File: config.mk
export PLATFORM = sky130hd
export DESIGN_NAME = dwarf_encoded_value_decoder_flat
export DESIGN_NICKNAME = d
export VERILOG_FILES = /design/src/rtl/dwev_pkg.sv /design/src/rtl/dwev_in_if.sv /design/src/rtl/dwev_out_if.sv /design/src/rtl/dwarf_encoded_value_decoder.sv /design/src/rtl/dwev_step.sv /design/src/flat_wrapper.sv
export VERILOG_INCLUDE_DIRS = /design/src /design/src/rtl
export SDC_FILE = /design/constraint.sdc
export NUM_CORES = 1
export LEC_CHECK = 0
export BUFFER_PORTS_ARGS = -buffer_cell sky130_fd_sc_hd__buf_2
export CAP_MARGIN = 40
export CELL_PAD_IN_SITES_DETAIL_PLACEMENT = 0
export CELL_PAD_IN_SITES_GLOBAL_PLACEMENT = 2
export CORE_MARGIN = 2
export CORE_UTILIZATION = 37
export DETAILED_ROUTE_END_ITERATION = 7
export HOLD_SLACK_MARGIN = 0.08
export PLACE_DENSITY = 0.84
export REMOVE_ABC_BUFFERS = 1
export SETUP_SLACK_MARGIN = 0.05
export SLEW_MARGIN = 20
export SYNTH_ARGS = -nofsm -noshare
export SYNTH_HDL_FRONTEND = slang
export SYNTH_SLANG_ARGS = --single-unit
File: constraint.sdc
create_clock -name clk -period 10.6 [get_ports clk]
set_input_delay 1.59 -clock clk [delete_from_list [all_inputs] [get_ports clk]]
set_output_delay 1.59 -clock clk [all_outputs]
set_load 0.1 [all_outputs]
File: src/rtl/dwarf_encoded_value_decoder_macros.svh
// Assertion macros shared by the decoder modules.
// Each expects signals clk and rst_n in the enclosing module.
`ifndef DWARF_ENCODED_VALUE_DECODER_MACROS_SVH
`define DWARF_ENCODED_VALUE_DECODER_MACROS_SVH

// same-cycle implication
`define DWEV_ASSERT_NOW(label, ante, cons) \
  label: assert property (@(posedge clk) disable iff (!rst_n) (ante) |-> (cons)) \
    else $error("decoder check failed");

// next-cycle implication
`define DWEV_ASSERT_NEXT(label, ante, cons) \
  label: assert property (@(posedge clk) disable iff (!rst_n) (ante) |=> (cons)) \
    else $error("decoder check failed");

`endif

File: src/rtl/dwev_pkg.sv
`default_nettype none

package dwev_pkg;

  // sizes
  localparam int unsigned POINTER_BYTES = 8;
  localparam int unsigned MAX_LEB_BYTES = 10;

  // encoding byte fields
  localparam logic [7:0] ENC_OMIT      = 8'hFF;
  localparam logic [7:0] ENC_APP_MASK  = 8'h70;
  localparam logic [7:0] ENC_APP_ABS   = 8'h00;
  localparam logic [7:0] ENC_APP_PCREL = 8'h10;
  localparam logic [3:0] FMT_ABSPTR    = 4'h0;
  localparam logic [3:0] FMT_ULEB      = 4'h1;
  localparam logic [3:0] FMT_UDATA2    = 4'h2;
  localparam logic [3:0] FMT_UDATA4    = 4'h3;
  localparam logic [3:0] FMT_UDATA8    = 4'h4;
  localparam logic [3:0] FMT_SLEB      = 4'h9;
  localparam logic [3:0] FMT_SDATA2    = 4'hA;
  localparam logic [3:0] FMT_SDATA4    = 4'hB;
  localparam logic [3:0] FMT_SDATA8    = 4'hC;

  typedef enum logic [1:0] {
    ERR_OK          = 2'd0,
    ERR_UNSUPPORTED = 2'd1,
    ERR_LEB_LONG    = 2'd2
  } err_t;

  typedef struct packed {
    logic [7:0]  data_byte;
    logic [7:0]  encoding;
    logic [63:0] byte_address;
  } in_item_t;

  typedef struct packed {
    logic [63:0] value;
    err_t        error_code;
    logic        needs_indirect;
  } out_item_t;

  // byte count of a fixed-size format, 0 for anything else
  function automatic logic [3:0] fixed_size(input logic [3:0] fmt);
    logic [3:0] sz;
    unique case (fmt)
      FMT_ABSPTR:             sz = 4'(POINTER_BYTES);
      FMT_UDATA2, FMT_SDATA2: sz = 4'd2;
      FMT_UDATA4, FMT_SDATA4: sz = 4'd4;
      FMT_UDATA8, FMT_SDATA8: sz = 4'd8;
      default:                sz = 4'd0;
    endcase
    return sz;
  endfunction

  function automatic logic encoding_supported(input logic [7:0] enc);
    logic fmt_ok;
    logic app_ok;
    fmt_ok = (enc[3:0] == FMT_ULEB) || (enc[3:0] == FMT_SLEB) ||
             (fixed_size(enc[3:0]) != 4'd0);
    app_ok = ((enc & ENC_APP_MASK) == ENC_APP_ABS) ||
             ((enc & ENC_APP_MASK) == ENC_APP_PCREL);
    return fmt_ok && app_ok;
  endfunction

endpackage

`default_nettype wire

File: src/rtl/dwev_in_if.sv
`default_nettype none

interface dwev_in_if;
  logic        valid;
  logic        ready;
  logic [7:0]  data_byte;
  logic [7:0]  encoding;
  logic [63:0] byte_address;

  modport source (output valid, data_byte, encoding, byte_address, input ready);
  modport sink   (input valid, data_byte, encoding, byte_address, output ready);
endinterface

`default_nettype wire

File: src/rtl/dwev_out_if.sv
`default_nettype none

interface dwev_out_if;
  logic        valid;
  logic        ready;
  logic [63:0] value;
  logic [1:0]  error_code;
  logic        needs_indirect;

  modport source (output valid, value, error_code, needs_indirect, input ready);
  modport sink   (input valid, value, error_code, needs_indirect, output ready);
endinterface

`default_nettype wire

File: src/rtl/dwarf_encoded_value_decoder.sv
`default_nettype none

// Channel   Dir  Payload                                   Handshake
// in_ch     in   data_byte[8] encoding[8] byte_address[64] valid/ready
// out_ch    out  value[64] error_code[2] needs_indirect[1] valid/ready
//
// One byte per cycle sustained while out_ch accepts results; a result appears once the request
// carrying a value's last byte has passed the input register, then the result register.
// The decode path between them is one shift/merge, sign extension and a 64-bit pc-relative add.
// Reset is synchronous, active low; it clears both stages and the decode state.
// A stalled result holds its register while the input register still takes
// one more request; both stages then hold until out_ch.ready.
module dwarf_encoded_value_decoder (
  input  wire logic clk,
  input  wire logic rst_n,
  dwev_in_if.sink   in_ch,
  dwev_out_if.source out_ch
);

  `include "dwarf_encoded_value_decoder_macros.svh"

  logic                s1_valid_r, s1_valid_nxt;
  dwev_pkg::in_item_t  s1_item_r;
  logic                out_valid_r, out_valid_nxt;
  dwev_pkg::out_item_t out_item_r;
  logic                adv;
  logic                in_take;
  logic                step_emit;
  dwev_pkg::out_item_t step_result;

  // stage control
  always_comb begin
    adv           = s1_valid_r && (!out_valid_r || out_ch.ready);
    in_take       = in_ch.valid && in_ch.ready;
    s1_valid_nxt  = in_take || (s1_valid_r && !adv);
    out_valid_nxt = adv ? step_emit : (out_valid_r && !out_ch.ready);
  end

  assign in_ch.ready = !s1_valid_r || adv;

  // input register
  always_ff @(posedge clk) begin
    if (!rst_n) begin
      s1_valid_r <= 1'b0;
    end else begin
      s1_valid_r <= s1_valid_nxt;
    end
  end

  always_ff @(posedge clk) begin
    if (in_take) begin
      s1_item_r <= '{data_byte: in_ch.data_byte, encoding: in_ch.encoding,
                     byte_address: in_ch.byte_address};
    end
  end

  dwev_step u_step (
    .clk    (clk),
    .rst_n  (rst_n),
    .en     (adv),
    .item   (s1_item_r),
    .emit   (step_emit),
    .result (step_result)
  );

  // result register
  always_ff @(posedge clk) begin
    if (!rst_n) begin
      out_valid_r <= 1'b0;
    end else begin
      out_valid_r <= out_valid_nxt;
    end
  end

  always_ff @(posedge clk) begin
    if (adv && step_emit) begin
      out_item_r <= step_result;
    end
  end

  assign out_ch.valid          = out_valid_r;
  assign out_ch.value          = out_item_r.value;
  assign out_ch.error_code     = out_item_r.error_code;
  assign out_ch.needs_indirect = out_item_r.needs_indirect;

  `DWEV_ASSERT_NOW(a_err_zero, out_valid_r && out_item_r.error_code != dwev_pkg::ERR_OK,
                   out_item_r.value == 64'd0 && !out_item_r.needs_indirect)
  `DWEV_ASSERT_NOW(a_ind_nonzero, out_valid_r && out_item_r.needs_indirect,
                   out_item_r.value != 64'd0)
  `DWEV_ASSERT_NEXT(a_silent_byte, adv && !step_emit, !out_valid_r)

endmodule

`default_nettype wire

File: src/rtl/dwev_step.sv
`default_nettype none

// Per-byte decode step: holds the partial value and computes the result
// of one byte in a single combinational pass.
module dwev_step (
  input  wire logic               clk,
  input  wire logic               rst_n,
  input  wire logic               en,
  input  wire dwev_pkg::in_item_t item,
  output logic                    emit,
  output dwev_pkg::out_item_t     result
);

  `include "dwarf_encoded_value_decoder_macros.svh"

  logic [63:0] acc_r,    acc_nxt;
  logic [3:0]  count_r,  count_nxt;
  logic        active_r, active_nxt;
  logic [7:0]  held_r,   held_nxt;

  logic        first;
  logic [7:0]  enc_c;
  logic [3:0]  fmt;
  logic [63:0] acc_base;
  logic [3:0]  cnt;
  logic [4:0]  cnt_inc;
  logic [6:0]  leb_shift;
  logic [7:0]  sleb_shift;
  logic [63:0] leb_acc;
  logic [63:0] fix_acc;
  logic [3:0]  size;
  logic [63:0] final_acc;
  logic [63:0] final_val;
  logic        is_leb;
  logic        done;

  // operand selection: a first byte starts from a clean accumulator
  always_comb begin
    first     = !active_r;
    enc_c     = first ? item.encoding : held_r;
    fmt       = enc_c[3:0];
    acc_base  = first ? 64'd0 : acc_r;
    cnt       = first ? 4'd0 : count_r;
    cnt_inc   = 5'(cnt) + 5'd1;
    is_leb    = (fmt == dwev_pkg::FMT_ULEB) || (fmt == dwev_pkg::FMT_SLEB);
    leb_shift = 7'(cnt) * 7'd7;
    sleb_shift = 8'(leb_shift) + 8'd7;
    size      = dwev_pkg::fixed_size(fmt);
  end

  // byte merge for both families
  always_comb begin
    leb_acc = acc_base;
    if (leb_shift < 7'd64) begin
      leb_acc = acc_base | (64'(item.data_byte[6:0]) << leb_shift[5:0]);
    end
    fix_acc = acc_base;
    if (cnt < 4'd8) begin
      fix_acc = acc_base | (64'(item.data_byte) << {cnt[2:0], 3'b000});
    end
  end

  // finish: sign extension, then pc-relative adjust
  always_comb begin
    final_acc = is_leb ? leb_acc : fix_acc;
    if (is_leb) begin
      if (fmt == dwev_pkg::FMT_SLEB && sleb_shift < 8'd64 && item.data_byte[6]) begin
        final_acc = leb_acc | ({64{1'b1}} << sleb_shift[5:0]);
      end
    end else if (fmt >= dwev_pkg::FMT_SDATA2) begin
      priority if (size == 4'd2 && fix_acc[15]) begin
        final_acc = fix_acc | {{48{1'b1}}, 16'd0};
      end else if (size == 4'd4 && fix_acc[31]) begin
        final_acc = fix_acc | {{32{1'b1}}, 32'd0};
      end else begin
        final_acc = fix_acc;
      end
    end
    final_val = final_acc;
    if ((enc_c & dwev_pkg::ENC_APP_MASK) == dwev_pkg::ENC_APP_PCREL &&
        final_acc != 64'd0) begin
      final_val = final_acc + item.byte_address + 64'd1;
    end
  end

  // step outcome and next state
  always_comb begin
    acc_nxt    = acc_r;
    count_nxt  = count_r;
    active_nxt = active_r;
    held_nxt   = held_r;
    emit       = 1'b0;
    done       = 1'b0;
    result     = '{value: 64'd0, error_code: dwev_pkg::ERR_OK, needs_indirect: 1'b0};
    if (en) begin
      priority if (first && item.encoding == dwev_pkg::ENC_OMIT) begin
        emit = 1'b1;
      end else if (first && !dwev_pkg::encoding_supported(item.encoding)) begin
        emit              = 1'b1;
        result.error_code = dwev_pkg::ERR_UNSUPPORTED;
      end else if (is_leb && item.data_byte[7]) begin
        held_nxt = enc_c;
        if (cnt_inc >= 5'(dwev_pkg::MAX_LEB_BYTES)) begin
          emit              = 1'b1;
          result.error_code = dwev_pkg::ERR_LEB_LONG;
          acc_nxt           = 64'd0;
          count_nxt         = 4'd0;
          active_nxt        = 1'b0;
        end else begin
          acc_nxt    = leb_acc;
          count_nxt  = cnt_inc[3:0];
          active_nxt = 1'b1;
        end
      end else if (!is_leb && cnt_inc < 5'(size)) begin
        held_nxt   = enc_c;
        acc_nxt    = fix_acc;
        count_nxt  = cnt_inc[3:0];
        active_nxt = 1'b1;
      end else begin
        done = 1'b1;
      end
      if (done) begin
        emit                  = 1'b1;
        held_nxt              = enc_c;
        result.value          = final_val;
        result.needs_indirect = enc_c[7] && (final_val != 64'd0);
        acc_nxt               = 64'd0;
        count_nxt             = 4'd0;
        active_nxt            = 1'b0;
      end
    end
  end

  // state registers
  always_ff @(posedge clk) begin
    if (!rst_n) begin
      acc_r    <= 64'd0;
      count_r  <= 4'd0;
      active_r <= 1'b0;
      held_r   <= 8'd0;
    end else begin
      acc_r    <= acc_nxt;
      count_r  <= count_nxt;
      active_r <= active_nxt;
      held_r   <= held_nxt;
    end
  end

  `DWEV_ASSERT_NOW(a_count_bound, active_r, count_r < 4'(dwev_pkg::MAX_LEB_BYTES))
  `DWEV_ASSERT_NOW(a_idle_clean, !active_r, count_r == 4'd0 && acc_r == 64'd0)
  `DWEV_ASSERT_NEXT(a_emit_idles, en && emit, !active_r)

endmodule

`default_nettype wire
File: src/flat_wrapper.sv
// flat-port wrapper written by rule: the top's interface ports become plain ports
module dwarf_encoded_value_decoder_flat 
  (clk, rst_n, in_ch_valid, in_ch_data_byte, in_ch_encoding, in_ch_byte_address, in_ch_ready, out_ch_valid, out_ch_value, out_ch_error_code, out_ch_needs_indirect, out_ch_ready);
  dwev_in_if in_ch_i ();
  dwev_out_if out_ch_i ();
  input  wire logic clk;
  input  wire logic rst_n;
  input wire logic [$bits(in_ch_i.valid)-1:0] in_ch_valid;
  input wire logic [$bits(in_ch_i.data_byte)-1:0] in_ch_data_byte;
  input wire logic [$bits(in_ch_i.encoding)-1:0] in_ch_encoding;
  input wire logic [$bits(in_ch_i.byte_address)-1:0] in_ch_byte_address;
  output wire logic [$bits(in_ch_i.ready)-1:0] in_ch_ready;
  output wire logic [$bits(out_ch_i.valid)-1:0] out_ch_valid;
  output wire logic [$bits(out_ch_i.value)-1:0] out_ch_value;
  output wire logic [$bits(out_ch_i.error_code)-1:0] out_ch_error_code;
  output wire logic [$bits(out_ch_i.needs_indirect)-1:0] out_ch_needs_indirect;
  input wire logic [$bits(out_ch_i.ready)-1:0] out_ch_ready;
  assign in_ch_i.valid = in_ch_valid;
  assign in_ch_i.data_byte = in_ch_data_byte;
  assign in_ch_i.encoding = in_ch_encoding;
  assign in_ch_i.byte_address = in_ch_byte_address;
  assign in_ch_ready = in_ch_i.ready;
  assign out_ch_valid = out_ch_i.valid;
  assign out_ch_value = out_ch_i.value;
  assign out_ch_error_code = out_ch_i.error_code;
  assign out_ch_needs_indirect = out_ch_i.needs_indirect;
  assign out_ch_i.ready = out_ch_ready;
  dwarf_encoded_value_decoder u_core (.clk(clk), .rst_n(rst_n), .in_ch(in_ch_i), .out_ch(out_ch_i));
endmodule
==> results of run 1 <==
[sequential cells by signal, indices dropped and copies added (netlist names)]
signal                        flops
u_core.out_ch.error_code          2
u_core.out_ch.needs_indirect      1
u_core.out_ch.valid               1
u_core.out_ch.value              64
u_core.s1_item_r                 80
u_core.s1_valid_r                 1
u_core.u_step.acc_r              64
u_core.u_step.active_r            1
u_core.u_step.count_r             4
u_core.u_step.held_r              8
[where the power goes]
group          leakage, nW  internal (W)  total (W)  switching (W)
registers             2.12      0.000970   0.000990      0.0000203
clock network        0.461      0.000600    0.00103       0.000427
logic                 5.15      0.000162   0.000537       0.000375
[final timing paths]
check	slack [ns]	start	cells past startpoint	to
setup reg to reg	0.73	u_core.u_step.active_r$_SDFFE_PN0P_	27	u_core.out_ch.needs_indirect$_SDFFCE_PN0P_
hold reg to reg	0.45	u_core.u_step.acc_r[23]$_SDFFE_PN0P_	2	u_core.u_step.acc_r[23]$_SDFFE_PN0P_
hold / removal	0.45	u_core.u_step.acc_r[23]$_SDFFE_PN0P_	2	u_core.u_step.acc_r[23]$_SDFFE_PN0P_
setup / recovery	0.73	u_core.u_step.active_r$_SDFFE_PN0P_	27	u_core.out_ch.needs_indirect$_SDFFCE_PN0P_
[synth_stat cells (all sizes together), types with 23 or more instances]
| cell type | number |
|---|---|
| a21oi | 192 |
| xnor2 | 43 |
| a211oi | 23 |
| nor2 | 240 |
| and2 | 24 |
| dfxtp | 79 |
| a22oi | 46 |
| inv | 33 |
| mux2i | 44 |
| nand3 | 61 |
| buf | 47 |
| clkbuf | 99 |
| nand2 | 263 |
| nor3 | 48 |
| ha | 82 |
| o21ai | 131 |
| nand4 | 24 |
| edfxtp | 147 |
| a21o | 44 |
| xor2 | 23 |
| a31oi | 29 |
[stage by stage]
| step | TNS (ns) | instances | hold WS [ns] |
|---|---|---|---|
| 2_1_floorplan | -4.30 | 1958 | 0.427 |
| 3_3_place_gp | 0 | 2774 | 0.434 |
| 3_5_place_dp | 0 | 2778 | 0.444 |
| 4_1_cts | 0 | 2832 | 0.451 |
| 5_1_grt | 0 | 2832 | 0.468 |
| 6_report | 0 | 2833 | 0.452 |
[final cells by class]
| class | instances | area [um^2] | area share, % |
|---|---|---|---|
| Sequential cell | 226 | 6000 | 30.3 |
| Timing Repair Buffer | 213 | 1240 | 6.24 |
| Clock buffer | 33 | 741 | 3.74 |
| Tap cell | 607 | 759 | 3.83 |
| Multi-Input combinational cell | 1699 | 10700 | 54.1 |
| Clock inverter | 21 | 229 | 1.15 |
| Inverter | 33 | 124 | 0.625 |
| Antenna cell | 1 | 2.50 | 0.0126 |
[worst max-delay path: stages, from the launching register on]
cell	delay, ns
dfxtp_4	0.37
and2_4	0.20
ha_1	0.74
inv_1	0.28
ha_1	0.35
ha_1	0.24
fa_1	0.54
xnor2_2	0.19
a211oi_2	0.28
nor4b_1	0.57
o211ai_2	0.45
nor2_1	0.33
a221oi_1	0.13
o21ai_0	0.46
ha_1	0.40
a21o_1	0.24
a31oi_1	0.37
o2bb2ai_1	0.16
o21ba_2	0.31
o311ai_0	0.72
nand2_1	0.23
xnor2_1	0.42
nand3b_1	0.12
or4_1	0.47
a31o_2	0.29
or4_1	0.45
nor3_1	0.22
a21oi_1	0.08
[cells by family after synthesis]
group           count (synthesis)  synth area share (%)
fa+ha+maj                      84                  6.12
flops                         226                  34.4
mux                            52                  3.19
compound gates                697                  26.8
simple gates                  799                  21.6
buf+inv                       179                  4.45
xor+xnor                       67                  3.45
[routing by layer]
layer  vias to the layer above  wire length (um)  global-route usage, %
met5                         -                27                      0
met4                         4              3370                   11.5
met3                       196              6270                   5.92
met2                       885             33300                   46.8
met1                      8619             32000                   40.0
li1                       8102                 -                      -
==> flow_summary.ini, run 1 <==
[run_status]
status = finished clean

[worst_hold_path]
min_path_type = reg -> reg

[yosys]
synth_ff_type = edfxtp_1
synth_top_area_share_pct = 25.3
yosys.area.top_type = edfxtp_1
synth_edf_count = 147
netlist_instances = 2104
synth.avg_cell_area_um2 = 8.28
netlist_area_um2 = 17400
synth_area_leaders = edfxtp_1 25%, dfxtp_1 9.1%, ha_1 5.9%, nand2_1 5.6%, a21oi_1 5.5%
ys_seq_area_share_pct = 34.4
yosys_warnings = 0
ys_async_sr_fraction_pct = 0
ys_types = 106
synth-seq-cells = 226

[sta]
worst_slack_ns = 0.726
finalCritPeriodShare_pct = 93.2
finalSetupViolCount = 0
finalHoldViolations = 0
relSlewSlack_pct = 37.1
period_needed_ns = 9.87
tightest_slew_ns = 0.917
slew_viol_final = 0
fmax_mhz = 101
fin_skew_ns = 0.0200
rsz0062_at_grt = no

[route]
wl_per_cell_um = 26.5
drt_iter0_markers = 2036
vias = 17800
firstDrtPassIters = 6
ant_nets = 0
wirelength_mm = 75.0
viasPerCell = 6.29
post-route-drc-count = 0

[layout]
areaGrowthSynthToFinish_pct = 13.8
final_nets = 2370
layout.cells.most_common = nand2_1
nFillCells = 4736
design_area_um2 = 19800
final_cell_mix = 259 x nand2_1, 238 x nor2_1, 189 x a21oi_1
layout-drive-gt1-share_pct = 15.1
final_util_pct = 42.6

[cts]
clk_latency_ns = 0.60
clk_path_buf_depth = 3
clock-sinks = 226
ctsResizeCount = 0
clk_pin_slew_ns = 0.06
cts_tree = yes
h-tree-depth = 1
cts_setup_buffers = 0
root_buffer = clkbuf_16
cts-buffers-inserted = 29
ctsHoldBuffers = 0

[pwr]
p_per_area_nw_per_um2 = 129
irDropWorstVdd_uv = 154
power_w = 0.00255
leakage_nw = 7.72

[run]
maxCapViolCount = 0

[placed_design]
dpl-instance-area_um2 = 18900
portBuffers = 152
place_ws_ns = 0.978
post-dp-hpwl_mm = 54.2
gp_congestion = 0.973

[die]
die-area_um2 = 48900
coreArea_um2 = 46600
die_w_um = 221
io_pins = 153
start_util_pct = 37.4
std_cell_rows = 79
die_y_um = 221

[global_routing]
grt_pass1_wl_mm = 111
antenna_found_initial = 4
grt_max_degree = 69
grt_pass1_vias = 17000
gr-usage-all-layers_pct = 29.7
overflow = 0

[worst_setup_path]
endpoint_kind = flip-flop
cp.required_ns = 10.93
setup.worst_path.start_class = flip-flop
crit_type = reg -> reg
path_max_fanout = 21
crit_arrival_ns = 10.21
Note: power is estimated with default switching activity, not from simulation.
==> run 2, diff against run 1 <==
Settings changed: CORE_UTILIZATION 37 to 40, PLACE_DENSITY 0.84 to 0.9.
Clock period 10.6 ns to 11.9 ns, I/O delays scaled along.
==> flow_summary.ini, run 2 (synthesized netlist as in run 1, its figures left out) <==
[worst_setup_path]
path_common_cell = ha_1
max_stage_delay_ns = 0.79
rrSetupSlack_ns = 1.42
cp.required_ns = 12.22
path_buf_inv = 3
reg2reg_from = u_core.u_step.active_r$_SDFFE_PN0P_
slowest_stage = ha_1
rr_worst_depth = 30
timing.rr.end = u_core.out_ch.needs_indirect$_SDFFCE_PN0P_
cp_top_family = simple AND/OR/NAND/NOR gates
path_max_fanout = 39
crit_arrival_ns = 10.80
crit_type = reg -> reg
setup.worst_path.start_class = flip-flop
endpoint_kind = flip-flop

[placed_design]
gp_congestion = 0.985
post-dp-hpwl_mm = 53.9
portBuffers = 152

[sta]
fin_skew_ns = 0.0305
finalHoldViolations = 0
relSlewSlack_pct = 35.6
period_needed_ns = 10.48
finalSetupViolCount = 0
rsz0062_at_grt = no
finalSetupTns_ns = 0
slew_viol_final = 0
tightest_slew_ns = 0.966
fmax_mhz = 95.4
finalCritPeriodShare_pct = 88.1

[route]
wl_per_cell_um = 26.2
post-route-drc-count = 0
wirelength_mm = 73.6
vias = 17600
viasPerCell = 6.27
ant_nets = 0
firstDrtPassIters = 7
drt_iter0_markers = 2008

[pwr]
leakage_nw = 7.69
p_per_area_nw_per_um2 = 113
irDropWorstVdd_uv = 111

[global_routing]
grt_pass1_vias = 16600
antenna_found_initial = 1
gr-usage-all-layers_pct = 32.0
grt_max_degree = 68
overflow = 0
grt_pass1_wl_mm = 108

[cts]
cts-buffers-inserted = 28
cts_tree = yes
ctsResizeCount = 0
h-tree-depth = 1
ctsHoldBuffers = 0
root_buffer = clkbuf_16
cts_setup_buffers = 0
clock-sinks = 226
clk_path_buf_depth = 3
clk_latency_ns = 0.59
clk_pin_slew_ns = 0.07

[layout]
final_nets = 2365
final_util_pct = 45.7
final_cell_mix = 259 x nand2_1, 238 x nor2_1, 189 x a21oi_1
largest_reg_flops = 80
areaGrowthSynthToFinish_pct = 13.1
layout.cells.most_common = nand2_1
layout-drive-gt1-share_pct = 14.6
regMostFlops = u_core.s1_item_r
diodes = 0

[die]
die_y_um = 213
die-area_um2 = 45300
coreArea_um2 = 43100
std_cell_rows = 76
die_w_um = 213
io_pins = 153
start_util_pct = 40.5

[worst_hold_path]
min_path_type = reg -> reg
hp-start = u_core.u_step.acc_r[11]$_SDFFE_PN0P_
hold_depth = 2
holdPathEnd = u_core.u_step.acc_r[11]$_SDFFE_PN0P_

[run]
maxCapViolCount = 0

[run_status]
status = finished clean
## run 2: cell count changes in the layout (fill, tap and decap cells not counted), moves of 2 or more
cell,change
clkinvlp_4,-3
buf_4,-5
clkinv_1,-2
clkbuf_8,+2
clkbuf_1,+3
## run 2: how the worst max path moves through the flow
| stage | from | cells after the start | end | slack, ns |
|---|---|---|---|---|
| finish | u_core.u_step.active_r$_SDFFE_PN0P_ | 30 | u_core.out_ch.needs_indirect$_SDFFCE_PN0P_ | 1.42 |
| global placement | u_core.u_step.active_r$_SDFFE_PN0P_ | 30 | u_core.out_ch.needs_indirect$_SDFFCE_PN0P_ | 2.03 |
| CTS | u_core.u_step.active_r$_SDFFE_PN0P_ | 30 | u_core.out_ch.needs_indirect$_SDFFCE_PN0P_ | 1.72 |
| global route | u_core.u_step.active_r$_SDFFE_PN0P_ | 30 | u_core.out_ch.needs_indirect$_SDFFCE_PN0P_ | 0.95 |
| floorplan | u_core.u_step.active_r$_SDFFE_PN0P_ | 21 | u_core.out_ch.needs_indirect$_SDFFCE_PN0P_ | 1.19 |
| detailed placement | u_core.u_step.active_r$_SDFFE_PN0P_ | 30 | u_core.out_ch.needs_indirect$_SDFFCE_PN0P_ | 1.74 |
## run 2: report_power, final
group / switching, W / leakage [nW] / internal (W)
logic: 0.000329 / 5.12 / 0.000143
clock network: 0.000364 / 0.454 / 0.000514
registers: 0.0000216 / 2.12 / 0.000864
total: 0.000714 / 7.69 / 0.00152
## run 2: final cells by class
type / count / area (um^2)
flip-flops and latches: 226 / 6000
well taps: 585 / 732
repair buffers: 209 / 1200
clock buffers: 37 / 754
clock inverters: 15 / 180
fillers: 4268 / 23400
multi-input cells: 1699 / 10700
inverters: 33 / 124
## run 2: through the flow
stage / instance area [um^2] / setup WS, ns / hold WS, ns / total power (W) / instances
detailed placement: 18800 / 1.74 / 0.445 / 0.00136 / 2751
finish: 19700 / 1.42 / 0.453 / 0.00224 / 2804
CTS: 19700 / 1.72 / 0.452 / 0.00225 / 2803
global route: 19700 / 0.951 / 0.470 / 0.00231 / 2804
floorplan: 16800 / 1.19 / 0.427 / 0.00121 / 1958
global placement: 18700 / 2.03 / 0.439 / 0.00136 / 2745
## run 2: tightest hold or removal path, cell delays in order, from the launching register on
cell     delay (ns)
dfxtp_1        0.31
nand2_1        0.05
a21oi_1        0.05
## run 2: routing by layer
| metal | global-route usage [%] | share of wire [%] |
|---|---|---|
| met5 | 0 | 0 |
| met4 | 11.6 | 4.1 |
| met3 | 5.50 | 8.5 |
| met2 | 49.9 | 44 |
| met1 | 44.4 | 43 |
